--- config.mk ---
export PLATFORM = sky130hd
export DESIGN_NAME = g711_companding_codec_flat
export DESIGN_NICKNAME = d
export VERILOG_FILES = /design/src/hw/rtl/g711_pkg.sv /design/src/hw/rtl/g711_ifs.sv /design/src/hw/rtl/g711_conv.sv /design/src/hw/rtl/g711_companding_codec.sv /design/src/flat_wrapper.sv
export VERILOG_INCLUDE_DIRS = /design/src /design/src/hw/rtl
export SDC_FILE = /design/constraint.sdc
export NUM_CORES = 1
export LEC_CHECK = 0
export BUFFER_PORTS_ARGS = -buffer_cell sky130_fd_sc_hd__buf_2
export CAP_MARGIN = 10
export CORE_ASPECT_RATIO = 2
export CORE_MARGIN = 4
export CORE_UTILIZATION = 65
export CTS_BUF_LIST = sky130_fd_sc_hd__clkbuf_4 sky130_fd_sc_hd__clkbuf_8
export DETAILED_ROUTE_END_ITERATION = 10
export PLACE_DENSITY = 0.9
export SLEW_MARGIN = 25
export SYNTH_ARGS = -nofsm -noshare
export SYNTH_HDL_FRONTEND = slang
export SYNTH_SLANG_ARGS = --single-unit
--- constraint.sdc ---
create_clock -name i_clk -period 12.2 [get_ports i_clk]
set_input_delay 0.61 -clock i_clk [delete_from_list [all_inputs] [get_ports i_clk]]
set_output_delay 0.61 -clock i_clk [all_outputs]
set_load 0.1 [all_outputs]
--- src/hw/rtl/assert_macros.svh ---
// ----------------------------------------------------------------------------
// assert_macros.svh
// concurrent assertion helpers, empty when synthesizing
// ----------------------------------------------------------------------------
`ifndef ASSERT_MACROS_SVH
`define ASSERT_MACROS_SVH

`ifndef SYNTHESIS
// property must hold at every clock edge outside reset
`define ASSERT_CLK(lbl, clk, rst_n, prop, msg) \
    lbl: assert property (@(posedge clk) disable iff (!rst_n) prop) else $error(msg);
// condition must never be true outside reset
`define ASSERT_NEVER(lbl, clk, rst_n, cond, msg) \
    lbl: assert property (@(posedge clk) disable iff (!rst_n) !(cond)) else $error(msg);
`else
`define ASSERT_CLK(lbl, clk, rst_n, prop, msg)
`define ASSERT_NEVER(lbl, clk, rst_n, cond, msg)
`endif

`endif

--- src/hw/rtl/g711_pkg.sv ---
`timescale 1ns / 1ps
// ----------------------------------------------------------------------------
// g711_pkg
// shared types and constants of the g.711 companding codec
// ----------------------------------------------------------------------------
package g711_pkg;

    typedef enum logic {
        LAW_A  = 1'b0,
        LAW_MU = 1'b1
    } t_law;

    typedef enum logic {
        REQ_ENCODE = 1'b0,
        REQ_DECODE = 1'b1
    } t_req_type;

    // one request transaction
    typedef struct packed {
        t_req_type          req_type;
        logic signed [15:0] pcm_sample;
        logic [7:0]         code_byte;
        logic               block_last;
    } t_req;

    // one result transaction
    typedef struct packed {
        logic [7:0]         code_out;
        logic signed [15:0] pcm_out;
        logic               last_out;
    } t_res;

    localparam t_law LAW_RESET = LAW_MU;

    // a-law even-bit inversion masks
    localparam logic [7:0] A_MASK_POS = 8'hD5;
    localparam logic [7:0] A_MASK_NEG = 8'h55;
    localparam logic [7:0] CODE_MAX   = 8'h7F;

    // mu-law clip level and bias
    localparam logic [12:0] MU_CLIP     = 13'd8159;
    localparam logic [15:0] MU_BIAS     = 16'h0084;
    localparam logic [13:0] MU_BIAS_ENC = 14'(MU_BIAS >> 2);
    localparam logic [7:0]  MU_MASK_POS = 8'hFF;
    localparam logic [7:0]  MU_MASK_NEG = 8'h7F;

    localparam logic [15:0] A_DEC_SEG0 = 16'h0008;
    localparam logic [15:0] A_DEC_BIAS = 16'h0108;

    localparam int NUM_SEG = 8;

    // upper bound of each segment
    localparam logic [12:0] A_SEG_END [NUM_SEG] = '{
        13'h001F, 13'h003F, 13'h007F, 13'h00FF,
        13'h01FF, 13'h03FF, 13'h07FF, 13'h0FFF
    };
    localparam logic [13:0] U_SEG_END [NUM_SEG] = '{
        14'h003F, 14'h007F, 14'h00FF, 14'h01FF,
        14'h03FF, 14'h07FF, 14'h0FFF, 14'h1FFF
    };

endpackage

--- src/hw/rtl/g711_ifs.sv ---
`timescale 1ns / 1ps
// ----------------------------------------------------------------------------
// g711 channel interfaces
// valid/ready request and result channels
// ----------------------------------------------------------------------------
interface g711_req_if;
    logic               valid;
    logic               ready;
    logic               req_type;
    logic signed [15:0] pcm_sample;
    logic [7:0]         code_byte;
    logic               block_last;

    modport source (
        output valid, req_type, pcm_sample, code_byte, block_last,
        input  ready
    );
    modport sink (
        input  valid, req_type, pcm_sample, code_byte, block_last,
        output ready
    );
endinterface

interface g711_res_if;
    logic               valid;
    logic               ready;
    logic [7:0]         code_out;
    logic signed [15:0] pcm_out;
    logic               last_out;

    modport source (
        output valid, code_out, pcm_out, last_out,
        input  ready
    );
    modport sink (
        input  valid, code_out, pcm_out, last_out,
        output ready
    );
endinterface

--- src/hw/rtl/g711_conv.sv ---
`timescale 1ns / 1ps
// ----------------------------------------------------------------------------
// g711_conv
// combinational a-law / mu-law encoder and decoder
// ----------------------------------------------------------------------------
module g711_conv
    import g711_pkg::*;
(
    input  t_law i_law,
    input  t_req i_req,
    output t_res o_res
);

    logic        neg;

    logic [12:0] a_top;
    logic [12:0] a_mag;
    logic [3:0]  a_seg;
    logic [12:0] a_shift;
    logic [3:0]  a_mant;
    logic [7:0]  a_mask;
    logic [7:0]  a_code;

    logic [13:0] u_top;
    logic [14:0] u_mag;
    logic [12:0] u_clip;
    logic [13:0] u_bias;
    logic [3:0]  u_seg;
    logic [3:0]  u_sh;
    logic [13:0] u_shift;
    logic [7:0]  u_mask;
    logic [7:0]  u_code;

    logic [7:0]  ad_v;
    logic [15:0] ad_t;
    logic [15:0] ad_pcm;
    logic [7:0]  ud_v;
    logic [15:0] ud_t;
    logic [15:0] ud_pcm;

    // a-law encode
    always_comb begin
        neg    = i_req.pcm_sample[15];
        a_top  = i_req.pcm_sample[15:3];
        a_mag  = neg ? ~a_top : a_top;
        a_mask = neg ? A_MASK_NEG : A_MASK_POS;
        a_seg  = 4'(NUM_SEG);
        for (int k = NUM_SEG - 1; k >= 0; k--) begin
            if (a_mag <= A_SEG_END[k]) begin
                a_seg = 4'(k);
            end
        end
        a_shift = a_mag >> a_seg[2:0];
        a_mant  = (a_seg < 4'd2) ? a_mag[4:1] : a_shift[3:0];
        if (a_seg[3]) begin
            a_code = CODE_MAX ^ a_mask;
        end else begin
            a_code = {1'b0, a_seg[2:0], a_mant} ^ a_mask;
        end
    end

    // mu-law encode
    always_comb begin
        u_top  = i_req.pcm_sample[15:2];
        u_mag  = neg ? (15'h4000 - {1'b0, u_top}) : {1'b0, u_top};
        u_clip = (u_mag > {2'b00, MU_CLIP}) ? MU_CLIP : u_mag[12:0];
        u_bias = {1'b0, u_clip} + MU_BIAS_ENC;
        u_mask = neg ? MU_MASK_NEG : MU_MASK_POS;
        u_seg  = 4'(NUM_SEG);
        for (int k = NUM_SEG - 1; k >= 0; k--) begin
            if (u_bias <= U_SEG_END[k]) begin
                u_seg = 4'(k);
            end
        end
        u_sh    = {1'b0, u_seg[2:0]} + 4'd1;
        u_shift = u_bias >> u_sh;
        if (u_seg[3]) begin
            u_code = CODE_MAX ^ u_mask;
        end else begin
            u_code = {1'b0, u_seg[2:0], u_shift[3:0]} ^ u_mask;
        end
    end

    // a-law decode
    always_comb begin
        ad_v = i_req.code_byte ^ A_MASK_NEG;
        ad_t = {8'h00, ad_v[3:0], 4'h0};
        if (ad_v[6:4] == 3'd0) begin
            ad_t = ad_t + A_DEC_SEG0;
        end else begin
            ad_t = (ad_t + A_DEC_BIAS) << (ad_v[6:4] - 3'd1);
        end
        ad_pcm = ad_v[7] ? ad_t : (16'h0000 - ad_t);
    end

    // mu-law decode
    always_comb begin
        ud_v   = ~i_req.code_byte;
        ud_t   = ({9'h000, ud_v[3:0], 3'b000} + MU_BIAS) << ud_v[6:4];
        ud_pcm = ud_v[7] ? (MU_BIAS - ud_t) : (ud_t - MU_BIAS);
    end

    always_comb begin
        o_res.code_out = '0;
        o_res.pcm_out  = '0;
        o_res.last_out = i_req.block_last;
        case (i_req.req_type)
            REQ_ENCODE: begin
                o_res.code_out = (i_law == LAW_A) ? a_code : u_code;
            end
            REQ_DECODE: begin
                o_res.pcm_out = (i_law == LAW_A) ? ad_pcm : ud_pcm;
            end
            default: begin
                o_res.code_out = '0;
            end
        endcase
    end

endmodule

--- src/hw/rtl/g711_companding_codec.sv ---
`timescale 1ns / 1ps
// ----------------------------------------------------------------------------
// g711_companding_codec
// g.711 a-law / mu-law encoder and decoder, when not stalled one transaction per cycle
// ----------------------------------------------------------------------------
// channel   dir   handshake      payload
// i_req     in    valid/ready    req_type, pcm_sample, code_byte, block_last
// o_res     out   valid/ready    code_out, pcm_out, last_out
// i_cfg     in    write enable   i_cfg_wdata = law select (0 a-law, 1 mu-law)
//
// path: an accepted request is registered in the input stage, then converted into the result register
// throughput: one transaction per cycle while o_res.ready is high, set by the single conversion stage
// reset: synchronous active-low, law select returns to mu-law, stages empty
// stalls: result register holds while o_res.ready is low, input stage fills
//   behind it, then i_req.ready drops
// ----------------------------------------------------------------------------
`include "assert_macros.svh"

module g711_companding_codec
    import g711_pkg::*;
(
    input  logic        i_clk,
    input  logic        i_rst_n,
    input  logic        i_cfg_we,
    input  logic        i_cfg_wdata,
    g711_req_if.sink    i_req,
    g711_res_if.source  o_res
);

    // law select register
    t_law r_law;

    // input stage
    logic r_in_valid;
    logic n_in_valid;
    t_req r_in;
    t_req n_in;

    // result stage
    logic r_out_valid;
    logic n_out_valid;
    t_res r_out;
    t_res n_out;

    t_res w_conv;
    logic w_out_ready;
    logic w_in_ready;
    logic w_in_take;

    // result register frees when empty or being drained
    assign w_out_ready = !r_out_valid || o_res.ready;
    // input register frees when empty or moving into the result register
    assign w_in_ready  = !r_in_valid || w_out_ready;
    assign w_in_take   = i_req.valid && w_in_ready;

    assign i_req.ready = w_in_ready;

    always_ff @(posedge i_clk) begin
        if (!i_rst_n) begin
            r_law <= LAW_RESET;
        end else if (i_cfg_we) begin
            r_law <= t_law'(i_cfg_wdata);
        end
    end

    // conversion between the two registers
    g711_conv u_conv (
        .i_law (r_law),
        .i_req (r_in),
        .o_res (w_conv)
    );

    // next state of both stages
    always_comb begin
        n_in_valid  = r_in_valid;
        n_in        = r_in;
        n_out_valid = r_out_valid;
        n_out       = r_out;
        if (w_out_ready) begin
            n_out_valid = r_in_valid;
            n_out       = w_conv;
        end
        if (w_in_ready) begin
            n_in_valid          = i_req.valid;
            n_in.req_type       = t_req_type'(i_req.req_type);
            n_in.pcm_sample     = i_req.pcm_sample;
            n_in.code_byte      = i_req.code_byte;
            n_in.block_last     = i_req.block_last;
        end
    end

    // control state
    always_ff @(posedge i_clk) begin
        if (!i_rst_n) begin
            r_in_valid  <= 1'b0;
            r_out_valid <= 1'b0;
        end else begin
            r_in_valid  <= n_in_valid;
            r_out_valid <= n_out_valid;
        end
    end

    // payload, no reset
    always_ff @(posedge i_clk) begin
        r_in  <= n_in;
        r_out <= n_out;
    end

    assign o_res.valid    = r_out_valid;
    assign o_res.code_out = r_out.code_out;
    assign o_res.pcm_out  = r_out.pcm_out;
    assign o_res.last_out = r_out.last_out;

    // an accepted transaction always lands in the input stage
    `ASSERT_CLK(a_take_fills, i_clk, i_rst_n, w_in_take |=> r_in_valid, "request lost")
    // a full input stage behind a stalled result must block new requests
    `ASSERT_NEVER(a_no_overrun, i_clk, i_rst_n, r_in_valid && !w_out_ready && i_req.ready, "input stage overrun")
    // a result appears only when the input stage held a transaction
    `ASSERT_CLK(a_no_phantom, i_clk, i_rst_n, (!r_in_valid && w_out_ready) |=> !r_out_valid, "result without request")
    // law select moves only on a configuration write
    `ASSERT_CLK(a_law_hold, i_clk, i_rst_n, !i_cfg_we |=> $stable(r_law), "law changed without write")

endmodule

--- src/flat_wrapper.sv ---
// flat-port wrapper written by rule: the top's interface ports become plain ports
module g711_companding_codec_flat import g711_pkg::*;
  (i_clk, i_rst_n, i_cfg_we, i_cfg_wdata, i_req_valid, i_req_req_type, i_req_pcm_sample, i_req_code_byte, i_req_block_last, i_req_ready, o_res_valid, o_res_code_out, o_res_pcm_out, o_res_last_out, o_res_ready);
  g711_req_if i_req_i ();
  g711_res_if o_res_i ();
  input  logic i_clk;
  input  logic i_rst_n;
  input  logic i_cfg_we;
  input  logic i_cfg_wdata;
  input wire logic [$bits(i_req_i.valid)-1:0] i_req_valid;
  input wire logic [$bits(i_req_i.req_type)-1:0] i_req_req_type;
  input wire logic [$bits(i_req_i.pcm_sample)-1:0] i_req_pcm_sample;
  input wire logic [$bits(i_req_i.code_byte)-1:0] i_req_code_byte;
  input wire logic [$bits(i_req_i.block_last)-1:0] i_req_block_last;
  output wire logic [$bits(i_req_i.ready)-1:0] i_req_ready;
  output wire logic [$bits(o_res_i.valid)-1:0] o_res_valid;
  output wire logic [$bits(o_res_i.code_out)-1:0] o_res_code_out;
  output wire logic [$bits(o_res_i.pcm_out)-1:0] o_res_pcm_out;
  output wire logic [$bits(o_res_i.last_out)-1:0] o_res_last_out;
  input wire logic [$bits(o_res_i.ready)-1:0] o_res_ready;
  assign i_req_i.valid = i_req_valid;
  assign i_req_i.req_type = i_req_req_type;
  assign i_req_i.pcm_sample = i_req_pcm_sample;
  assign i_req_i.code_byte = i_req_code_byte;
  assign i_req_i.block_last = i_req_block_last;
  assign i_req_ready = i_req_i.ready;
  assign o_res_valid = o_res_i.valid;
  assign o_res_code_out = o_res_i.code_out;
  assign o_res_pcm_out = o_res_i.pcm_out;
  assign o_res_last_out = o_res_i.last_out;
  assign o_res_i.ready = o_res_ready;
  g711_companding_codec u_core (.i_clk(i_clk), .i_rst_n(i_rst_n), .i_cfg_we(i_cfg_we), .i_cfg_wdata(i_cfg_wdata), .i_req(i_req_i), .o_res(o_res_i));
endmodule
# [After elaboration in Yosys (flattened, before gate mapping)]
# Cells that the tools add are included.
[totals] regBits=54 input_bits=32 out_inout_bits=27 wordCells=83
[op_classes] n_addsub=10 magnitude_cmp=18 shifts=4 mux=29 bitwise_logic=7 n_reduce_logical=5
[op_table] cell="$mux W4" count=17
[op_table] cell="$mux W16" count=4
[op_table] cell="$mux W8" count=5
[op_table] cell="$mux W13" count=2
[op_table] cell="$shl A10 B3 Y16" count=1
[op_table] cell="$shl A9 B3 Y16" count=1
[op_table] cell="$sub A1 B16 Y16 const A" count=1
[op_table] cell="$sub A16 B8 Y16 const B" count=1
[op_table] cell="$sub A8 B16 Y16 const A" count=1
[op_table] cell="$xor A7 B8 Y8" count=2
[op_table] cell="$gt A15 B13 Y1 const B" count=1
[op_table] cell="$mux W15" count=1
[op_table] cell="$sub A15 B14 Y15 const A" count=1
[op_table] cell="$add A13 B6 Y14 const B" count=1
[op_table] cell="$le A14 B10 Y1 const B" count=1
[op_table] cell="$le A14 B11 Y1 const B" count=1
[op_table] cell="$le A14 B12 Y1 const B" count=1
[op_table] cell="$le A14 B13 Y1 const B" count=1
[op_table] cell="$le A14 B6 Y1 const B" count=1
[op_table] cell="$le A14 B7 Y1 const B" count=1
[op_table] cell="$le A14 B8 Y1 const B" count=1
[op_table] cell="$le A14 B9 Y1 const B" count=1
[op_table] cell="$not A7 Y7" count=2
[op_table] cell="$shr A14 B4 Y4" count=1
[op_table] cell="21 further kinds" count=23

# [Logic depth before layout (Yosys ltp)]
[depth] ltp_word=19 ltp_mapped=23 mapped_depth_nobuf=18

# [Cells and area by module]
# From an unflattened synthesis, not the netlist that was laid out.
[hier_totals] hier_cells=634 hier_area_um2=5248.8
[modules_own_cells] module="g711_conv" n_inst=1 cells_each=571 area_each_um2=3598.5 seq_area_each_um2=0.0
[modules_own_cells] module="g711_companding_codec" n_inst=1 cells_each=63 area_each_um2=1650.3 seq_area_each_um2=1591.5

# [Least setup slack after synthesis]
# OpenSTA, ideal clock, no wires.
[synth_timing] path_type="register to register" start="reg u_core.r_in[11] in the netlist's numbering" end="reg u_core.r_out (netlist bit u_core.o_res.code_out[0]) (data pin)" setup_ns=0.264 t_arrival_ns=5.269 t_required_ns=11.936 path_slack_ns=6.667 path_stages_with_launch=23 n_path_buf=4 synth_period_minus_slack_ns=5.533 cell_sequence="edfxtp_1 clkbuf_1 inv_1 ha_1 buf_2 or3b_2 nor4_1 o32ai_2 nor4_4 a21oi_2 o211ai_1 ha_1 buf_1 nand4_1 a2111oi_1 mux2i_1 nand2_1 a22o_1 nor2_2 buf_6 mux4_2 o21ai_1 o22ai_1"
[synth_between] elab_chain_cells=19 elab_cells_between_ends=26 classes_between="add/sub (3); order compare (9); shift (1); mux (12); bitwise (1)"
[synth_lines] element="from (decl)" line="g711_companding_codec.sv:36" text="t_req r_in;"
[synth_lines] element="from (signal assigned)" line="g711_companding_codec.sv:105" text="r_in <= n_in;"
[synth_lines] element="$sub A15 B14 Y15" line="g711_conv.sv:65" text="u_mag = neg ? (15'h4000 - {1'b0, u_top}) : {1'b0, u_top};"
[synth_lines] element="$mux W15 *" line="g711_conv.sv:65"
[synth_lines] element="$gt A15 B13 Y1" line="g711_conv.sv:66" text="u_clip = (u_mag > {2'b00, MU_CLIP}) ? MU_CLIP : u_mag[12:0];"
[synth_lines] element="$mux W13 *" line="g711_conv.sv:66"
[synth_lines] element="$add A13 B6 Y14 *" line="g711_conv.sv:67" text="u_bias = {1'b0, u_clip} + MU_BIAS_ENC;"
[synth_lines] element="$le A14 B13 Y1" line="g711_conv.sv:71" text="if (u_bias <= U_SEG_END[k]) begin"
[synth_lines] element="$mux W4 (8 in series)" line="g711_conv.sv:71"
[synth_lines] element="$add A3 B1 Y4" line="g711_conv.sv:75" text="u_sh = {1'b0, u_seg[2:0]} + 4'd1;"
[synth_lines] element="$shr A14 B4 Y4" line="g711_conv.sv:76" text="u_shift = u_bias >> u_sh;"
[synth_lines] element="$xor A7 B8 Y8" line="g711_conv.sv:80" text="u_code = {1'b0, u_seg[2:0], u_shift[3:0]} ^ u_mask;"
[synth_lines] element="$mux W8 *" line="g711_conv.sv:77" text="if (u_seg[3]) begin"
[synth_lines] element="$mux W8 *" line="g711_conv.sv:109" text="o_res.code_out = (i_law == LAW_A) ? a_code : u_code;"
[synth_lines] element="to (signal assigned)" line="g711_companding_codec.sv:106" text="r_out <= n_out;"
[synth_lines] element="to (decl)" line="g711_companding_codec.sv:42" text="t_res r_out;"
# Mark *: on every way between the ends. The rest lies on a longest branch, timed or not.
# A chain may end at the register's enable or synchronous reset.

# [Worst setup path after layout]
[layout_timing] start="reg u_core.r_in[11] in the netlist's numbering" end="reg u_core.r_out (netlist bit u_core.o_res.code_out[3]) (data pin)"
# Same word-level chain as after synthesis.

==> results.ini <==
[worst_setup_path]
cp_data_arrival_time_ps = 6860
worstPathRequired_ps = 12230
start_kind = register
r2r_cells = 17
slowest_stage = o21ai_1
path_buf_inv = 1
end_kind = register
cp_slowest_stage_delay_ps = 810
worstPathCellList = inv_1 > ha_1 > or3b_2 > nor4_1 > o32ai_2 > nor4_4 > a21oi_2 > o211ai_1 > ha_1 > nand4_1 > a2111oi_1 > mux2i_1 > o211ai_1 > o21ai_1 > mux2i_1 > a221oi_1 > o32ai_1
path_max_fanout = 12
cp.depth = 17
crit_family = compound AO/OA/AOI/OAI gates
path_class = register to register

[cells_and_area]
layout-drive-gt1-share = 0.152
final_core_util = 0.703
layout.nets = 651
syn2layout_area_growth_pct = 6.05
antennaDiodeCount = 0

[yosys]
seq_area_frac_synth = 0.294
synth_area_per_cell_um2 = 8.42
syn_inst = 594
synth_edf_count = 47
yosys_warnings = 0
async_flop_share = 0
yosysUniqueCellTypes = 83
syn_area_um2 = 5000
ys_seq_elements = 50
synth_top_flop_cell = edfxtp_1

[status]
status = completed

[sta]
fmax_mhz = 146
period_share = 0.560
tightest_slew_ps = 1010
min_period_ps = 6830
drv_slew = 0
rsz0062_at_grt = no
setup_viol = 0
finalHoldViolCount = 0
final.setup.tns_ps = 0
max_slew_margin = 0.325
skew_ps = 3.15

[global_routing]
antenna_found_initial = 0
grt_max_degree = 44
gr-usage-all-layers = 0.295
grt_pass1_wl_um = 22000
globalRouteOverflowTotal = 0
grt_pass1_vias = 4714

[cts]
cts_tree = done
cts_hold_buffers = 0
numCtsBuffers = 5
root_buffer = clkbuf_8
cts.sinks = 50
cts_max_level = 2
clk_latency_ps = 310
post_cts_buffers = 0
cts_resized = 0
clk_pin_slew_worst_paths_ps = 90
clock_path_buffers = 2

[floorplanning]
dieWidth_um = 70.0
floorplan.core_area_um2 = 7540
die_area_um2 = 9250
num_rows = 45
die_h_um = 132
boundaryPins = 59
initial_core_util = 0.663

[placed_design]
portBuffers = 54
gp_congestion = 1.00
dp_hpwl_um = 10400

[drt]
wirelength_um = 13400
drt_iter0_drc = 402
ant_nets = 0
avgRoutedWirePerCell_um = 19.0
drtPass1Iterations = 5
route.vias.total = 4732
remaining_drc_errors = 0
viasPerCell = 6.71

[pwr]
power.density_nw_per_um2 = 116
power.leakage_nw = 2.15
vdd_ir_drop_max_mv = 0.0947

[hold_path]
holdPathStages = 0
worstHoldPathType = register to register

[run]
maxCapViolCount = 0

==> synth_stat cells, types with 5 or more instances <==
cell type,number,area (um^2)
nand2_1,60,225
nor2_1,52,195
edfxtp_1,47,1410
a21oi_1,35,175
clkbuf_1,35,131
o21ai_0,33,165
xnor2_1,27,236
mux2i_1,24,240
inv_1,23,86.3
nor2b_1,15,93.8
xor2_1,15,131
and2_1,11,68.8
nand3_1,11,55.1
ha_1,9,113
nand2b_1,9,56.3
a211oi_1,8,60.1
o211ai_1,8,60.1
a31oi_1,7,43.8
o31ai_1,7,52.6
a21o_1,6,45.0
a22oi_1,6,45.0
a311oi_1,6,52.6
buf_1,6,22.5
nand4_1,6,37.5
nor3_1,6,30.0
o22ai_1,6,37.5
a221oi_1,5,43.8
or2_2,5,31.3
or3_1,5,31.3
==> metal layers <==
metal,share of wire,vias up,track usage,routed length (um)
met1,0.31,2218,0.275,4140
met4,0.091,0,0.254,1220
met5,0,-,0,0
li1,-,2222,-,-
met3,0.041,81,0.0267,545
met2,0.56,211,0.551,7470
==> worst register-to-register path, delay by kind of cell, from the launching register on <==
| family | cells | cell delay, ps |
|---|---|---|
| AO/OA/AOI/OAI | 8 | 2830 |
| AND/OR/NAND/NOR | 4 | 1820 |
| adder cells (fa/ha/maj) | 2 | 730 |
| flip-flops | 1 | 550 |
| multiplexers | 2 | 470 |
| buffers and inverters | 1 | 150 |
==> where the power goes <==
| group | switching [W] | total [W] | internal [W] |
|---|---|---|---|
| logic | 0.000206 | 0.000294 | 0.0000885 |
| registers | 0.0000202 | 0.000227 | 0.000207 |
| clock network | 0.0000539 | 0.0000967 | 0.0000427 |
| total | 0.000280 | 0.000618 | 0.000338 |
==> sequential cells by signal, summed over array words and instances (netlist names) <==
register / count
u_core.r_in: 24
u_core.o_res.pcm_out: 14
u_core.o_res.code_out: 8
u_core.o_res.last_out: 1
u_core.o_res.valid: 1
u_core.r_in_valid: 1
u_core.r_law: 1
==> stage by stage <==
stage / instances / setup slack, ps / instance area, um^2 / hold WS [ps] / total power (W)
6_report: 705 / 5370 / 5310 / 428 / 0.000618
5_1_grt: 705 / 4860 / 5310 / 438 / 0.000651
4_1_cts: 704 / 5460 / 5290 / 432 / 0.000617
3_5_place_dp: 696 / 5480 / 5200 / 408 / 0.000519
3_3_place_gp: 696 / 5690 / 5200 / 403 / 0.000513
2_1_floorplan: 595 / 6670 / 5010 / 400 / 0.000466
==> logic make-up after synthesis <==
| family | after synthesis | synth area share |
|---|---|---|
| DFF | 50 | 0.294 |
| muxes | 32 | 0.0780 |
| AOI/OAI and AO/OA | 175 | 0.250 |
| other | 1 | 0.000749 |
| buffers and inverters | 73 | 0.0603 |
| and+or+nand+nor | 211 | 0.218 |
| xor gates and xnor gates | 43 | 0.0768 |
| adders and majority gates | 9 | 0.0225 |
==> path summary, 6_finish.rpt <==
kind	to	slack (ps)	from
worst max-delay path	u_core.o_res.code_out[3]	5370	u_core.r_in[11]
worst min-delay path	u_core.o_res.last_out	430	u_core.r_in[0]
worst max register to register	u_core.o_res.code_out[3]	5370	u_core.r_in[11]
worst min register to register	u_core.o_res.last_out	430	u_core.r_in[0]
==> layout by cell type, fill, tap and decap left out, types with 4 or more instances in the layout <==
master	n
clkbuf_8	5
ha_1	9
o22ai_1	6
a31oi_1	7
or3_1	5
o21ai_1	4
or2_2	5
a211oi_1	8
nand3_1	11
nor3_1	6
xor2_1	15
xnor2_1	27
buf_2	54
nand2_1	59
a311oi_1	6
mux2i_1	24
a22oi_1	6
nor2_1	52
o21a_1	4
edfxtp_1	47
and2_1	11
and3_1	4
a21oi_1	35
o211ai_1	8
o21ai_0	33
a21o_1	6
o211a_1	4
o31ai_1	7
or4_1	4
nand2b_1	9
nor2b_1	15
mux4_2	4
a221oi_1	5
inv_1	23
nand4_1	6
==> cell type report <==
| cell class | count | area, um^2 |
|---|---|---|
| clock inverter | 2 | 13.8 |
| inverter | 24 | 90.1 |
| timing repair buffer | 57 | 300 |
| multi-input combinational | 472 | 3240 |
| sequential | 50 | 1470 |
| clock buffer | 6 | 76.3 |
| tap | 94 | 118 |
| fill | 647 | 2240 |
Power figures use the tool's default switching activity.
